**config.mk**
```make
export PLATFORM = sky130hd
export DESIGN_NAME = kim_ctrl
export DESIGN_NICKNAME = d
export VERILOG_FILES = /design/src/hw/rtl/kim_pkg.sv /design/src/hw/rtl/kim_ctrl.sv
export SDC_FILE = /design/constraint.sdc
export NUM_CORES = 1
export LEC_CHECK = 0
export ABC_AREA = 1
export BUFFER_PORTS_ARGS = -buffer_cell sky130_fd_sc_hd__buf_2
export CAP_MARGIN = 0
export CORE_AREA = 2 2 39 41
export DETAILED_ROUTE_END_ITERATION = 6
export DIE_AREA = 0 0 41 43
export PLACE_DENSITY_LB_ADDON = 0.12
export SYNTH_ARGS = -nofsm -noshare
export SYNTH_HDL_FRONTEND = slang
export SYNTH_SLANG_ARGS = --single-unit
```
**constraint.sdc**
```tcl
create_clock -name clk -period 2.3 [get_ports clk]
set_input_delay 0.115 -clock clk [delete_from_list [all_inputs] [get_ports clk]]
set_output_delay 0.115 -clock clk [all_outputs]
set_load 0.01 [all_outputs]
```
**src/hw/rtl/kim_pkg.sv**
```systemverilog
// Shared types and constants for the key-to-ID mapper.
package kim_pkg;

  localparam int ENTRIES  = 64;
  localparam int KEY_BITS = 64;
  localparam int ID_BITS  = 16;

  localparam int KEY_IN_W = 64;
  localparam int ID_IN_W  = 16;
  localparam int STATUS_W = 2;

  localparam int IDX_W       = (ENTRIES > 1) ? $clog2(ENTRIES) : 1;
  localparam int CNT_W       = $clog2(ENTRIES + 1);
  localparam int MAX_ID      = (1 << ID_BITS) - 1;
  localparam int MAX_NUM_IDS = MAX_ID - 1;
  // zero-ID requests fail once this many keys are bound
  localparam int ID_FULL_LIMIT = (ENTRIES < MAX_NUM_IDS) ? ENTRIES : MAX_NUM_IDS;
  // a free ID always lies within 1 .. CAND_N
  localparam int CAND_N = (ENTRIES + 1 < MAX_ID) ? ENTRIES + 1 : MAX_ID;

  typedef enum logic [0:0] {
    OP_MAP   = 1'b0,
    OP_UNMAP = 1'b1
  } op_t;

  typedef enum logic [STATUS_W-1:0] {
    ST_OK        = 2'd0,
    ST_CONFLICT  = 2'd1,
    ST_FULL      = 2'd2,
    ST_NOT_FOUND = 2'd3
  } status_t;

  typedef enum logic [1:0] {
    ACT_NONE   = 2'd0,
    ACT_BIND   = 2'd1,
    ACT_UNBIND = 2'd2
  } act_t;

  typedef enum logic [2:0] {
    S_IDLE   = 3'd0,
    S_SCAN   = 3'd1,
    S_FLUSH  = 3'd2,
    S_DECIDE = 3'd3,
    S_SEARCH = 3'd4,
    S_FINISH = 3'd5
  } state_t;

  typedef struct packed {
    logic start;
    logic scan;
    logic search;
    logic finish;
  } cmd_t;

  typedef struct packed {
    logic scan_last;
    logic need_search;
    logic free_hit;
    logic out_busy;
  } stat_t;

endpackage

```
**src/hw/rtl/kim_ctrl.sv**
```systemverilog
// Sequencing state machine for the key-to-ID mapper.
module kim_ctrl
  import kim_pkg::*;
(
  input  logic  clk,
  input  logic  rst,
  input  logic  in_valid,
  output logic  in_ready,
  input  stat_t stat,
  output cmd_t  cmd
);

  state_t state, state_next;

  always_ff @(posedge clk) begin
    if (rst) begin
      state <= S_IDLE;
    end else begin
      state <= state_next;
    end
  end

  always_comb begin
    state_next = state;
    cmd        = '0;
    in_ready   = 1'b0;
    case (state)
      S_IDLE: begin
        in_ready = 1'b1;
        if (in_valid) begin
          cmd.start  = 1'b1;
          state_next = S_SCAN;
        end
      end
      S_SCAN: begin
        cmd.scan = 1'b1;
        if (stat.scan_last) begin
          state_next = S_FLUSH;
        end
      end
      S_FLUSH: begin
        state_next = S_DECIDE;
      end
      S_DECIDE: begin
        state_next = stat.need_search ? S_SEARCH : S_FINISH;
      end
      S_SEARCH: begin
        cmd.search = 1'b1;
        if (stat.free_hit) begin
          state_next = S_FINISH;
        end
      end
      S_FINISH: begin
        if (!stat.out_busy) begin
          cmd.finish = 1'b1;
          state_next = S_IDLE;
        end
      end
      default: begin
        state_next = S_IDLE;
      end
    endcase
  end

endmodule

```
==> results.py <==
metrics = {
    "run_status": {
        "outcome": "finished, final reports clean",
    },
    "die": {
        "core_area_sq_um": 1384,
        "num_rows": 14,
        "start_util_pct": 18.63,
        "fp.dieH_microns": 43,
        "fp.dieArea_sq_um": 1763,
        "fp.dieW_microns": 41,
        "top_level_ports": 12,
    },
    "routing": {
        "drt_first_pass_iters": 4,
        "ant_nets": 0,
        "drt-wirelength-per-cell_microns": 7.917,
        "num_vias": 282,
        "drt_iter0_drc": 7,
        "vias_per_cell": 3.917,
        "totalWireLength_microns": 570,
        "drcViolationCount": 0,
    },
    "clock_network": {
        "path_clk_slew_ns": 0.04,
        "cts.hold.buffers_added": 0,
        "cts-root-buf": "clkbuf_4",
        "cts.path.max_buffers": 2,
        "cts_resized": 0,
        "postCtsSetupRepairBufs": 0,
        "cts_buffers": 3,
        "cts_tree": "built",
        "cts_sinks": 3,
        "cts_max_level": 1,
        "insertion_delay_ns": 0.23,
    },
    "yosys": {
        "synth.area.top_cells": "dfxtp_1 23%, nor2_1 12%, nand2_1 8.7%",
        "synth_mux_area_share_pct": 0,
        "synth_top_family_by_area": "simple AND/OR/NAND/NOR gates",
        "synth-compound-area-share_pct": 5.825,
        "syn_area_sq_um": 257.7,
        "synth_top_area_share_pct": 23.30,
        "ys_warn_count": 0,
        "syn_nets": 50,
        "synth_cell_types": 16,
        "syn_inst": 43,
        "synth-xor-area-share_pct": 0,
        "synth-seq-cells": 3,
        "yosysTopAreaCell": "dfxtp_1",
        "synth-simple-area-share_pct": 51.94,
        "synth.avg_cell_area_sq_um": 5.994,
        "yosysSeqAreaShare_pct": 23.30,
        "synth_adder_area_share_pct": 0,
    },
    "worst_setup_path": {
        "worstPathMaxFanout": 9,
        "critical_path.max_stage_delay_ns": 0.49,
        "cp_slowest_cell": "dfxtp_1",
        "start_kind": "register",
        "critical_path_class": "reg -> out",
        "path_cells": "inv_2 > nor4_1 > buf_2",
        "crit_arrival_ns": 1.23,
        "crit_path_end_kind": "primary output",
        "crit_required_ns": 2.18,
        "rrSetupSlack_ns": 1.11,
    },
    "global_route": {
        "antenna_found_initial": 0,
        "grt_pass1_wl_microns": 938,
        "grt_pass1_vias": 248,
        "grt_usage_pct": 8.317,
        "grt_start_max_net_pins": 10,
        "globalRouteOverflowTotal": 0,
    },
    "timing": {
        "min_period_ns": 1.347,
        "clock_skew_ns": 0.001517,
        "grt_setup_unrepaired": "false",
        "slew_viol_final": 0,
        "finalCritPeriodShare_pct": 58.55,
        "worst_slew_pin_slew_ns": 0.3074,
        "clock.fmax_mhz": 742.6,
        "finalSetupViolations": 0,
        "totalNegativeSetupSlack_ns": 0,
        "hold_viol": 0,
        "slew_headroom_pct": 79.48,
    },
    "layout": {
        "drive_above_1_share_pct": 37.50,
        "fin_nets": 64,
        "regMostFlops": "state",
        "diodes": 0,
        "largestRegisters": "state (3)",
        "syn2layout_area_growth_pct": 32.04,
        "final_cells": 72,
        "largest_reg_flops": 3,
        "fill_cells": 166,
    },
    "placed_design": {
        "dp_hpwl_microns": 465.7,
        "place.gp.congestion": 0.6577,
        "place_inst": 68,
        "port_buffers": 11,
    },
    "worst_hold_path": {
        "hold_class": "in -> reg",
    },
    "pwr": {
        "ir_drop_mv": 0.3717,
        "p_per_area_nw_per_um2": 1246,
        "p_leak_nw": 0.1824,
    },
    "flow_run": {
        "maxCapViolCount": 0,
    },
}
==> layout make-up <==
| cell class | count | area [sq um] | area share, % |
|---|---|---|---|
| multi-input combinational | 30 | 148.9 | 43.75 |
| sequential | 3 | 60.06 | 17.65 |
| timing repair buffer | 11 | 55.05 | 16.18 |
| inverter | 8 | 30.03 | 8.824 |
| clock buffer | 4 | 26.28 | 7.721 |
| tap | 16 | 20.02 | 5.882 |
==> synth_stat cells <==
| master | count |
|---|---|
| a21boi_0 | 1 |
| buf_4 | 1 |
| buf_6 | 1 |
| dfxtp_1 | 3 |
| inv_1 | 5 |
| inv_2 | 3 |
| nand2_1 | 6 |
| nand2_2 | 2 |
| nand3_1 | 3 |
| nand3b_1 | 1 |
| nand4_1 | 1 |
| nor2_1 | 8 |
| nor2_2 | 2 |
| nor3_1 | 3 |
| nor4_1 | 2 |
| o21bai_1 | 1 |
==> cells by family (layout without fill, tap and decap cells) <==
group,count (synthesis),in the layout
flip-flops,3,3
AND/OR/NAND/NOR,28,28
buffers and inverters,10,23
AO/OA/AOI/OAI,2,2
==> routing by layer <==
layer  up-vias  wire, microns  global-route usage, %
met5         -              0                      0
met1       113            288                  9.904
li1        159              -                      -
met3         0             34                  7.853
met4         0              0                  2.000
met2        10            246                  10.63
==> report_power, final <==
| group | leakage [nW] | switching [mW] | internal [mW] | total [mW] |
|---|---|---|---|---|
| combinational | 0.143 | 0.130 | 0.0890 | 0.219 |
| sequential | 0.0248 | 0.0410 | 0.0725 | 0.114 |
| clock | 0.0150 | 0.0266 | 0.0650 | 0.0916 |
| total | 0.182 | 0.198 | 0.226 | 0.424 |
==> worst paths after layout <==
kind / start / cells past startpoint / to
hold reg to reg: state[2] / 2 / state[2]
hold / removal: rst / 2 / state[1]
setup / recovery: state[2] / 3 / cmd[0]
setup reg to reg: state[2] / 7 / state[2]
==> worst max-delay path, delay by kind of cell (launching register included) <==
kind	cells	cell delay, ns
buffers and inverters	2	0.28
DFF	1	0.49
and+or+nand+nor	1	0.23
==> cells in the final DEF, fill, tap and decap left out <==
cell type   n
a21boi_0    1
buf_2      11
clkbuf_1    1
clkbuf_4    3
dfxtp_1     3
inv_1       5
inv_2       3
nand2_1     6
nand2_2     2
nand3_1     3
nand3b_1    1
nand4_1     1
nor2_1      8
nor2_2      2
nor3_1      3
nor4_1      2
o21bai_1    1
==> stage by stage <==
| stage | cell area [sq um] | hold slack, ns | power [mW] | util (%) | setup slack, ns |
|---|---|---|---|---|---|
| 5_1_grt | 340.3 | 0.06402 | 0.4739 | 24.59 | 0.8521 |
| 3_5_place_dp | 314.1 | 0.3088 | 0.3386 | 22.69 | 1.084 |
| 3_3_place_gp | 314.1 | 0.3095 | 0.3461 | 22.69 | 1.087 |
| 2_1_floorplan | 257.7 | 0.1925 | 0.2916 | - | 1.279 |
| 6_report | 340.3 | 0.06353 | 0.4242 | 24.59 | 0.9533 |
| 4_1_cts | 340.3 | 0.06002 | 0.4358 | 24.59 | 0.9080 |
Power figures use the tool's default switching activity.
